--- src/sv/sapf_pkg.sv ---
`timescale 1ns / 1ps

package sapf_pkg;

    // Default build values.
    localparam int COUNTER_PERIOD_DEF = 59999;
    localparam int FILTER_ORDER_DEF   = 3;

    // Field and datapath widths.
    localparam int ANGLE_W    = 9;
    localparam int PULSE_W    = 16;
    localparam int COEF_W     = 20;
    localparam int CFG_ADDR_W = 3;
    localparam int TDATA_W    = 16;
    localparam int SP_W       = 18;
    localparam int Y_W        = 34;
    localparam int PROD_W     = COEF_W + Y_W;
    localparam int ACC_W      = 56;
    localparam int MAG_W      = 25;
    localparam int REM_W      = 8;
    localparam int FRAC_W     = 16;

    // Angle mapping divisor (degrees over the full swing).
    localparam int MapDivisor = 180;

    // Register indexes on the configuration port.
    localparam logic [CFG_ADDR_W-1:0] REG_PULSE_MIN     = 3'd0;
    localparam logic [CFG_ADDR_W-1:0] REG_PULSE_MAX     = 3'd1;
    localparam logic [CFG_ADDR_W-1:0] REG_COEF_B_OUTER  = 3'd2;
    localparam logic [CFG_ADDR_W-1:0] REG_COEF_B_INNER  = 3'd3;
    localparam logic [CFG_ADDR_W-1:0] REG_COEF_A_FIRST  = 3'd4;
    localparam logic [CFG_ADDR_W-1:0] REG_COEF_A_SECOND = 3'd5;
    localparam logic [CFG_ADDR_W-1:0] REG_COEF_A_THIRD  = 3'd6;

    // Register values after reset.
    localparam logic [PULSE_W-1:0]       PULSE_MIN_RST     = 16'd1500;
    localparam logic [PULSE_W-1:0]       PULSE_MAX_RST     = 16'd7500;
    localparam logic signed [COEF_W-1:0] COEF_B_OUTER_RST  = 20'sd190;
    localparam logic signed [COEF_W-1:0] COEF_B_INNER_RST  = 20'sd570;
    localparam logic signed [COEF_W-1:0] COEF_A_FIRST_RST  = -20'sd155589;
    localparam logic signed [COEF_W-1:0] COEF_A_SECOND_RST = 20'sd126445;
    localparam logic signed [COEF_W-1:0] COEF_A_THIRD_RST  = -20'sd34872;

endpackage

--- src/sv/servo_angle_to_filtered_pulse.sv ---
`timescale 1ns / 1ps

// Channel   Port group                     Word contents
// --------  -----------------------------  ------------------------------------
// input     s_tvalid / s_tready / s_tdata  angle_deg [8:0], signed degrees
// output    m_tvalid / m_tready / m_tdata  pulse_compare [15:0], unsigned
// config    cfg_we / cfg_addr / cfg_wdata  register index 0..6, write only
//
// A word passes through the bit-serial datapath in this order: the angle
// product, the divide by 180, saturation of the set point, then for each of
// the N+1 numerator and N denominator taps, N being FILTER_ORDER, a load,
// one step per data bit (18 for input history, 34 for output history) and
// an accumulate, then the floor of the sum and the registered result.
// A new word is accepted only while the unit is idle; a finished result waits
// in the output register, so the next word may enter before it is taken.
// Reset clears the filter history and loads the default register values.

module servo_angle_to_filtered_pulse
    import sapf_pkg::*;
#(
    parameter int COUNTER_PERIOD = COUNTER_PERIOD_DEF,
    parameter int FILTER_ORDER   = FILTER_ORDER_DEF
)
(
    input  logic                  clk,
    input  logic                  rst_n,
    input  logic                  s_tvalid,
    output logic                  s_tready,
    input  logic [TDATA_W-1:0]    s_tdata,    // [8:0] angle_deg, [15:9] zero
    output logic                  m_tvalid,
    input  logic                  m_tready,
    output logic [TDATA_W-1:0]    m_tdata,    // [15:0] pulse_compare
    input  logic                  cfg_we,
    input  logic [CFG_ADDR_W-1:0] cfg_addr,
    input  logic [COEF_W-1:0]     cfg_wdata
);

    localparam int TERMS  = 2 * FILTER_ORDER + 1;
    localparam int TERM_W = $clog2(TERMS);
    localparam int HIST_W = (FILTER_ORDER > 1) ? $clog2(FILTER_ORDER) : 1;
    localparam int CNT_W  = 6;

    localparam logic [3:0] ST_IDLE = 4'd0;
    localparam logic [3:0] ST_MUL  = 4'd1;
    localparam logic [3:0] ST_DIV  = 4'd2;
    localparam logic [3:0] ST_MAP  = 4'd3;
    localparam logic [3:0] ST_LOAD = 4'd4;
    localparam logic [3:0] ST_MAC  = 4'd5;
    localparam logic [3:0] ST_ACC  = 4'd6;
    localparam logic [3:0] ST_SAT  = 4'd7;
    localparam logic [3:0] ST_DONE = 4'd8;

    localparam logic [TERM_W-1:0] LAST_B_TERM = TERM_W'(FILTER_ORDER);
    localparam logic [TERM_W-1:0] LAST_TERM   = TERM_W'(TERMS - 1);
    localparam logic [SP_W:0]     PERIOD_Q    = (SP_W + 1)'(COUNTER_PERIOD);

    // Configuration registers.
    logic [PULSE_W-1:0]       pulse_min_reg;
    logic [PULSE_W-1:0]       pulse_max_reg;
    logic signed [COEF_W-1:0] coef_b_outer_reg;
    logic signed [COEF_W-1:0] coef_b_inner_reg;
    logic signed [COEF_W-1:0] coef_a_first_reg;
    logic signed [COEF_W-1:0] coef_a_second_reg;
    logic signed [COEF_W-1:0] coef_a_third_reg;

    // Control.
    logic [3:0]        state_reg, state_next;
    logic [CNT_W-1:0]  cnt_reg, cnt_next;
    logic [TERM_W-1:0] term_reg, term_next;
    logic              m_tvalid_reg, m_tvalid_next;

    // Filter history.
    logic signed [SP_W-1:0] in_hist_reg  [FILTER_ORDER];
    logic signed [Y_W-1:0]  out_hist_reg [FILTER_ORDER];
    logic                   hist_shift;

    // Datapath.
    logic                     neg_reg, neg_next;
    logic [ANGLE_W-1:0]       angle_sr_reg, angle_sr_next;
    logic [PULSE_W-1:0]       span_mag_reg, span_mag_next;
    logic [MAG_W-1:0]         mag_reg, mag_next;
    logic [REM_W-1:0]         rem_reg, rem_next;
    logic signed [SP_W-1:0]   sp_reg, sp_next;
    logic [Y_W-1:0]           data_sr_reg, data_sr_next;
    logic signed [COEF_W-1:0] coef_reg, coef_next;
    logic                     first_reg, first_next;
    logic signed [PROD_W-1:0] prod_reg, prod_next;
    logic signed [ACC_W-1:0]  acc_reg, acc_next;
    logic signed [Y_W-1:0]    y_reg, y_next;
    logic [TDATA_W-1:0]       m_tdata_reg, m_tdata_next;

    // Intermediate terms.
    logic                       accept;
    logic signed [ANGLE_W-1:0]  angle;
    logic signed [PULSE_W:0]    span;
    logic [REM_W:0]             trial;
    logic                       trial_ge;
    logic signed [SP_W+1:0]     quot_s;
    logic signed [SP_W+1:0]     mapped;
    logic                       is_b;
    logic [TERM_W-1:0]          a_k;
    logic [TERM_W-1:0]          hist_full;
    logic [HIST_W-1:0]          hist_idx;
    logic signed [PROD_W-1:0]   addend;
    logic signed [ACC_W-1:0]    acc_term;
    logic signed [ACC_W-FRAC_W-1:0] acc_floor;
    logic [SP_W:0]              y_int;
    logic                       out_free;

    assign accept   = s_tvalid && s_tready;
    assign s_tready = (state_reg == ST_IDLE);
    assign m_tvalid = m_tvalid_reg;
    assign m_tdata  = m_tdata_reg;
    assign out_free = !m_tvalid_reg || m_tready;

    assign angle = signed'(s_tdata[ANGLE_W-1:0]);
    assign span  = signed'({1'b0, pulse_max_reg}) - signed'({1'b0, pulse_min_reg});

    // Restoring divide step: one quotient bit per cycle.
    assign trial    = {rem_reg, mag_reg[MAG_W-1]};
    assign trial_ge = (trial >= (REM_W + 1)'(MapDivisor));

    // Signed quotient plus offset; the quotient is below 2^18.
    assign quot_s = neg_reg ? -signed'({2'b00, mag_reg[SP_W-1:0]})
                            :  signed'({2'b00, mag_reg[SP_W-1:0]});
    assign mapped = quot_s + signed'({4'b0000, pulse_min_reg});

    // Tap selection: numerator taps first, then denominator taps.
    assign is_b      = (term_reg <= LAST_B_TERM);
    assign a_k       = term_reg - LAST_B_TERM;
    assign hist_full = is_b ? (term_reg - TERM_W'(1)) : (a_k - TERM_W'(1));
    assign hist_idx  = HIST_W'(hist_full);

    // Horner step: the sign bit of the data weighs negative.
    assign addend = data_sr_reg[Y_W-1] ? PROD_W'(coef_reg) : '0;

    assign acc_term  = is_b ? (ACC_W'(prod_reg) <<< FRAC_W) : -ACC_W'(prod_reg);
    assign acc_floor = acc_reg[ACC_W-1:FRAC_W];

    // Integer part of a non-negative output; it is clamped to the counter period on output.
    assign y_int = {2'b00, y_reg[Y_W-2:FRAC_W]};

    // Sequencer and datapath next values.
    always_comb
    begin
        state_next    = state_reg;
        cnt_next      = cnt_reg;
        term_next     = term_reg;
        m_tvalid_next = m_tvalid_reg && !m_tready;
        hist_shift    = 1'b0;
        neg_next      = neg_reg;
        angle_sr_next = angle_sr_reg;
        span_mag_next = span_mag_reg;
        mag_next      = mag_reg;
        rem_next      = rem_reg;
        sp_next       = sp_reg;
        data_sr_next  = data_sr_reg;
        coef_next     = coef_reg;
        first_next    = first_reg;
        prod_next     = prod_reg;
        acc_next      = acc_reg;
        y_next        = y_reg;
        m_tdata_next  = m_tdata_reg;

        case (state_reg)
            ST_IDLE:
            begin
                if (accept)
                begin
                    angle_sr_next = angle[ANGLE_W-1] ? ANGLE_W'(-angle) : ANGLE_W'(angle);
                    span_mag_next = span[PULSE_W] ? PULSE_W'(-span) : PULSE_W'(span);
                    neg_next      = angle[ANGLE_W-1] ^ span[PULSE_W];
                    mag_next      = '0;
                    cnt_next      = CNT_W'(ANGLE_W - 1);
                    state_next    = ST_MUL;
                end
            end
            ST_MUL:
            begin
                mag_next = (mag_reg << 1)
                         + (angle_sr_reg[ANGLE_W-1] ? MAG_W'(span_mag_reg) : '0);
                angle_sr_next = angle_sr_reg << 1;
                cnt_next      = cnt_reg - CNT_W'(1);
                if (cnt_reg == '0)
                begin
                    rem_next   = '0;
                    cnt_next   = CNT_W'(MAG_W - 1);
                    state_next = ST_DIV;
                end
            end
            ST_DIV:
            begin
                rem_next = trial_ge ? REM_W'(trial - (REM_W + 1)'(MapDivisor))
                                    : REM_W'(trial);
                mag_next = {mag_reg[MAG_W-2:0], trial_ge};
                cnt_next = cnt_reg - CNT_W'(1);
                if (cnt_reg == '0)
                begin
                    state_next = ST_MAP;
                end
            end
            ST_MAP:
            begin
                // Saturate the set point to the 18-bit signed range.
                if (mapped[SP_W+1:SP_W-1] == 3'b000 || mapped[SP_W+1:SP_W-1] == 3'b111)
                begin
                    sp_next = mapped[SP_W-1:0];
                end
                else
                begin
                    sp_next = mapped[SP_W+1] ? {1'b1, {(SP_W-1){1'b0}}}
                                             : {1'b0, {(SP_W-1){1'b1}}};
                end
                acc_next   = '0;
                term_next  = '0;
                state_next = ST_LOAD;
            end
            ST_LOAD:
            begin
                if (is_b)
                begin
                    coef_next = (term_reg == '0 || term_reg == LAST_B_TERM)
                              ? coef_b_outer_reg : coef_b_inner_reg;
                    data_sr_next = (term_reg == '0) ? {sp_reg, {(Y_W-SP_W){1'b0}}}
                                 : {in_hist_reg[hist_idx], {(Y_W-SP_W){1'b0}}};
                    cnt_next = CNT_W'(SP_W - 1);
                end
                else
                begin
                    if (a_k == TERM_W'(1))
                    begin
                        coef_next = coef_a_first_reg;
                    end
                    else if (a_k == TERM_W'(2))
                    begin
                        coef_next = coef_a_second_reg;
                    end
                    else if (a_k == TERM_W'(3))
                    begin
                        coef_next = coef_a_third_reg;
                    end
                    else
                    begin
                        coef_next = '0;
                    end
                    data_sr_next = out_hist_reg[hist_idx];
                    cnt_next     = CNT_W'(Y_W - 1);
                end
                prod_next  = '0;
                first_next = 1'b1;
                state_next = ST_MAC;
            end
            ST_MAC:
            begin
                prod_next    = (prod_reg <<< 1) + (first_reg ? -addend : addend);
                data_sr_next = data_sr_reg << 1;
                first_next   = 1'b0;
                cnt_next     = cnt_reg - CNT_W'(1);
                if (cnt_reg == '0)
                begin
                    state_next = ST_ACC;
                end
            end
            ST_ACC:
            begin
                acc_next = acc_reg + acc_term;
                if (term_reg == LAST_TERM)
                begin
                    state_next = ST_SAT;
                end
                else
                begin
                    term_next  = term_reg + TERM_W'(1);
                    state_next = ST_LOAD;
                end
            end
            ST_SAT:
            begin
                // Floor by 2^16, then saturate to the 34-bit signed range.
                if (acc_floor[ACC_W-FRAC_W-1:Y_W-1] == '0
                    || acc_floor[ACC_W-FRAC_W-1:Y_W-1] == '1)
                begin
                    y_next = acc_floor[Y_W-1:0];
                end
                else
                begin
                    y_next = acc_floor[ACC_W-FRAC_W-1] ? {1'b1, {(Y_W-1){1'b0}}}
                                                       : {1'b0, {(Y_W-1){1'b1}}};
                end
                hist_shift = 1'b1;
                state_next = ST_DONE;
            end
            ST_DONE:
            begin
                if (out_free)
                begin
                    if (y_reg[Y_W-1])
                    begin
                        m_tdata_next = '0;
                    end
                    else if (y_int > PERIOD_Q)
                    begin
                        m_tdata_next = TDATA_W'(PERIOD_Q);
                    end
                    else
                    begin
                        m_tdata_next = TDATA_W'(y_int);
                    end
                    m_tvalid_next = 1'b1;
                    state_next    = ST_IDLE;
                end
            end
            default:
            begin
                state_next = ST_IDLE;
            end
        endcase
    end

    // Control state, configuration registers and filter history.
    always_ff @(posedge clk or negedge rst_n)
    begin
        if (!rst_n)
        begin
            state_reg         <= ST_IDLE;
            cnt_reg           <= '0;
            term_reg          <= '0;
            m_tvalid_reg      <= 1'b0;
            pulse_min_reg     <= PULSE_MIN_RST;
            pulse_max_reg     <= PULSE_MAX_RST;
            coef_b_outer_reg  <= COEF_B_OUTER_RST;
            coef_b_inner_reg  <= COEF_B_INNER_RST;
            coef_a_first_reg  <= COEF_A_FIRST_RST;
            coef_a_second_reg <= COEF_A_SECOND_RST;
            coef_a_third_reg  <= COEF_A_THIRD_RST;
            for (int k = 0; k < FILTER_ORDER; k++)
            begin
                in_hist_reg[k]  <= '0;
                out_hist_reg[k] <= '0;
            end
        end
        else
        begin
            state_reg    <= state_next;
            cnt_reg      <= cnt_next;
            term_reg     <= term_next;
            m_tvalid_reg <= m_tvalid_next;

            if (cfg_we)
            begin
                case (cfg_addr)
                    REG_PULSE_MIN:     pulse_min_reg     <= cfg_wdata[PULSE_W-1:0];
                    REG_PULSE_MAX:     pulse_max_reg     <= cfg_wdata[PULSE_W-1:0];
                    REG_COEF_B_OUTER:  coef_b_outer_reg  <= cfg_wdata;
                    REG_COEF_B_INNER:  coef_b_inner_reg  <= cfg_wdata;
                    REG_COEF_A_FIRST:  coef_a_first_reg  <= cfg_wdata;
                    REG_COEF_A_SECOND: coef_a_second_reg <= cfg_wdata;
                    REG_COEF_A_THIRD:  coef_a_third_reg  <= cfg_wdata;
                    default:           ;
                endcase
            end

            // History moves by one place when a result is formed.
            if (hist_shift)
            begin
                for (int k = FILTER_ORDER - 1; k > 0; k--)
                begin
                    in_hist_reg[k]  <= in_hist_reg[k-1];
                    out_hist_reg[k] <= out_hist_reg[k-1];
                end
                in_hist_reg[0]  <= sp_reg;
                out_hist_reg[0] <= y_next;
            end
        end
    end

    // Working registers of the serial datapath.
    always_ff @(posedge clk)
    begin
        neg_reg      <= neg_next;
        angle_sr_reg <= angle_sr_next;
        span_mag_reg <= span_mag_next;
        mag_reg      <= mag_next;
        rem_reg      <= rem_next;
        sp_reg       <= sp_next;
        data_sr_reg  <= data_sr_next;
        coef_reg     <= coef_next;
        first_reg    <= first_next;
        prod_reg     <= prod_next;
        acc_reg      <= acc_next;
        y_reg        <= y_next;
        m_tdata_reg  <= m_tdata_next;
    end

endmodule

--- config.mk ---
export PLATFORM = sky130hd
export DESIGN_NAME = servo_angle_to_filtered_pulse
export DESIGN_NICKNAME = d
export VERILOG_FILES = /design/src/sv/sapf_pkg.sv /design/src/sv/servo_angle_to_filtered_pulse.sv
export SDC_FILE = /design/constraint.sdc
export NUM_CORES = 2
export LEC_CHECK = 0
export BUFFER_PORTS_ARGS = -buffer_cell sky130_fd_sc_hd__buf_2
export CAP_MARGIN = 20
export CORE_ASPECT_RATIO = 1.2
export CORE_MARGIN = 2
export CORE_UTILIZATION = 45
export CTS_CLUSTER_SIZE = 16
export DETAILED_ROUTE_END_ITERATION = 12
export MAX_ROUTING_LAYER = met4
export PLACE_DENSITY = 0.58
export SETUP_SLACK_MARGIN = 0.4
export SLEW_MARGIN = 5
export SYNTH_ARGS = -nofsm -noshare
export SYNTH_HDL_FRONTEND = slang
export SYNTH_SLANG_ARGS = --single-unit
--- constraint.sdc ---
create_clock -name clk -period 7 [get_ports clk]
set_input_delay 0.35 -clock clk [delete_from_list [all_inputs] [get_ports clk]]
set_output_delay 0.35 -clock clk [all_outputs]
set_load 0.02 [all_outputs]
==> metrics.yaml <==
outcome:
  outcome: "finished, final reports clean"
global_route:
  wire_length_of_the_first_global_routing_pass_um: 142000
  vias_in_the_first_global_route: 26100
  grt_remaining_overflow: 0
  antenna_violations_before_repair: 1
  grt_start_max_net_pins: 135
  grt_util_all_layers_pct: 22.8
critical_path:
  worst-endpoint-required_ns: 7.39
  criticalPathCategory: "flip-flop to flip-flop"
  critPathMaxFanout: 6
  timing.critical_path.from_type: "flip-flop"
  worst-endpoint-arrival_ns: 6.37
  crit_path_end_kind: "flip-flop"
finish:
  largest_register_ffs: 102
  layout_net_count: 3981
  antennaDiodeCount: 0
  mostFrequentLayoutCell: "nand2_1"
  final_core_utilization_pct: 50.2
  most-common-layout-cells: "686 x nand2_1, 386 x nor2_1, 258 x o21ai_0, 258 x edfxtp_1, 241 x dfrtp_1"
  layout-area-overhead-vs-synth_pct: 10.3
  final_layout_size_suffix_gt1_share_pct: 11.6
  nFillCells: 7254
sta:
  slew_headroom_pct: 28.8
  grt_setup_unrepaired: "false"
  tns_ns: 0
  timing.final.setup_violations: 0
  worst-slew-pin-transition_ns: 1.07
  layout_worst_path_cycle_share_pct: 85.3
  maxSlewViolCount: 0
  finClkSkew_ns: 0.0370
  fmax_mhz: 167
  hold_violations: 0
  fin_crit_ns: 5.97
synthesis:
  synth.yosys.seq_area_share_pct: 45.3
  dominantRegCellSynth: "edfxtp_1"
  number_of_flops_mapped_to_enable_cells_by_yosys: 258
  async_reset_ff_share_pct: 52.2
  yosys.cell_types.count: 87
  synth.cell_area_mm2: 0.0348
  post_synth.cell_area_avg_um2: 9.28
  syn_nets: 3973
  synth-seq-cells: 578
  yosysWarningCount: 0
  syn_inst: 3745
floorplanning:
  core.rowCount: 111
  die_width_um: 258
  fp.dieArea_mm2: 0.0795
  pin_count: 62
  placeableCoreArea_mm2: 0.0764
  initial_core_util_pct: 45.5
  die_y_um: 308
power:
  power.density_cell_area_mw_per_mm2: 475
  irDropWorstVdd_mv: 0.302
  power_leakage_nw: 16.3
detailed_routing:
  final_antenna_net_count: 0
  drc: 0
  route.detailed.vias_per_inst: 5.61
  wl_per_cell_um: 18.3
  dr.pass1.iters: 8
  routed_wirelength_um: 88400
  num_vias: 27000
  drtIter0Drc: 2106
clock_tree:
  cts_htree_levels: 2
  clkSlewWorstSetupHoldPaths_ns: 0.07
  cts_buffer_depth: 3
  tritoncts.num_buffers: 61
  cts-hold-fix-buffers: 18
  ctsResizeCount: 0
  clkSinkCount: 578
  cts_root_buf: "clkbuf_16"
  cts_setup_buffers: 0
  cts_tree: "done"
  clk-insertion-delay-late_ns: 0.67
placed_design:
  final_estimated_routing_congestion_in_global_placement: 0.930
  place.detailed.hpwl_um: 62900
  portBuffers: 54
min_path:
  min_path_type: "input port to flip-flop"
job:
  maxCapViolCount: 0
-- critical path: stages (launching register included) --
cell and delay (ns):
edfxtp_1 0.51, inv_1 0.12, ha_1 0.20, nor4b_1 0.61
nand4b_1 0.45, nor3_2 0.20, buf_4 0.16, nand2_1 0.13
or4_4 0.55, nor4_1 0.24, xor2_1 0.16, o21ai_0 0.09
ha_1 0.30, inv_1 0.11, nor2_1 0.22, nand2_1 0.14
nor2_1 0.14, nand4_1 0.13, o31ai_1 0.70, a21boi_0 0.29
xor2_1 0.19, nor2_1 0.05
-- report_power, final --
part	internal, mW	switching, mW	total [mW]
registers	5.10	1.09	6.19
clock network	1.84	1.42	3.27
logic	3.55	5.21	8.76
-- kinds of logic (layout without fill, tap and decap cells) --
kind of cell / Yosys count / in the layout / share of synthesized area [%]
AND/OR/NAND/NOR: 1440 / 1440 / 18.1
AO/OA/AOI/OAI: 906 / 906 / 16.7
XOR/XNOR: 220 / 220 / 5.54
flip-flops: 578 / 578 / 45.3
buffers and inverters: 268 / 329 / 2.93
multiplexers: 149 / 149 / 4.73
adder cells (fa/ha/maj): 184 / 184 / 6.73
-- path summary, 6_finish.rpt --
kind / from / cells past startpoint / slack, ns / endpoint
max in group asynchronous: rst_n / 3 / 5.23 / coef_a_third_reg[15]
worst min register to register: y_reg[20] / 2 / 0.48 / y_reg[20]
worst max register to register: prod_reg[1] / 21 / 1.03 / acc_reg[47]
min in group asynchronous: rst_n / 2 / 0.27 / out_hist_reg[4]
worst max-delay path: prod_reg[1] / 21 / 1.03 / acc_reg[47]
worst min-delay path: cfg_wdata[9] / 3 / 0.05 / pulse_min_reg[9]
-- Yosys cell counts, drive strengths merged, types with 21 or more instances --
master | n | area (µm²)
o211ai | 29 | 218
nand4 | 23 | 144
clkbuf | 156 | 587
xnor2 | 119 | 1040
a222oi | 50 | 500
nor2b | 21 | 134
nand2b | 30 | 195
o21bai | 32 | 240
nor4 | 23 | 150
a21oi | 232 | 1160
a21o | 75 | 563
o21a | 24 | 181
mux2 | 121 | 1360
inv | 97 | 364
a211oi | 33 | 248
nand3 | 47 | 235
nor3 | 66 | 335
dfstp | 61 | 1600
nand2 | 688 | 2580
o31ai | 35 | 277
mux2i | 28 | 280
xor2 | 101 | 885
nor2 | 393 | 1480
dfrtp | 241 | 6030
ha | 179 | 2240
and2 | 41 | 257
or3 | 31 | 204
edfxtp | 258 | 7750
o21ai | 264 | 1330
-- area by class of cell --
class / count / area [µm²] / share of cell area, %
inverters: 98 / 368 / 0.960
clock buffers: 77 / 1670 / 4.35
flip-flops and latches: 578 / 15700 / 41.1
well taps: 1017 / 1270 / 3.32
clock inverters: 39 / 345 / 0.901
repair buffers: 115 / 796 / 2.08
multi-input cells: 2899 / 18100 / 47.3
-- stage by stage --
| stage | cells | total power, mW | instance area, µm² | worst slack [ns] | hold slack [ns] |
|---|---|---|---|---|---|
| floorplan | 3745 | 12.7 | 34800 | 1.76 | 0.0544 |
| global placement | 4688 | 14.9 | 36100 | 1.11 | 0.425 |
| detailed placement | 4688 | 15.0 | 36100 | 1.09 | 0.418 |
| CTS | 4822 | 18.3 | 38300 | 1.08 | 0.0199 |
| global route | 4823 | 19.7 | 38300 | 0.564 | 0.0419 |
| finish | 4823 | 18.2 | 38300 | 1.03 | 0.0516 |
-- routing by layer --
metal / share of wire (%) / up-vias / global-route usage (%)
li1: - / 13400 / -
met1: 46 / 13100 / 30.0
met2: 48 / 481 / 37.2
met3: 3.7 / 134 / 2.60
met4: 2.9 / 0 / 6.82
met5: 0 / - / -
(Power assumes the default switching activity.)
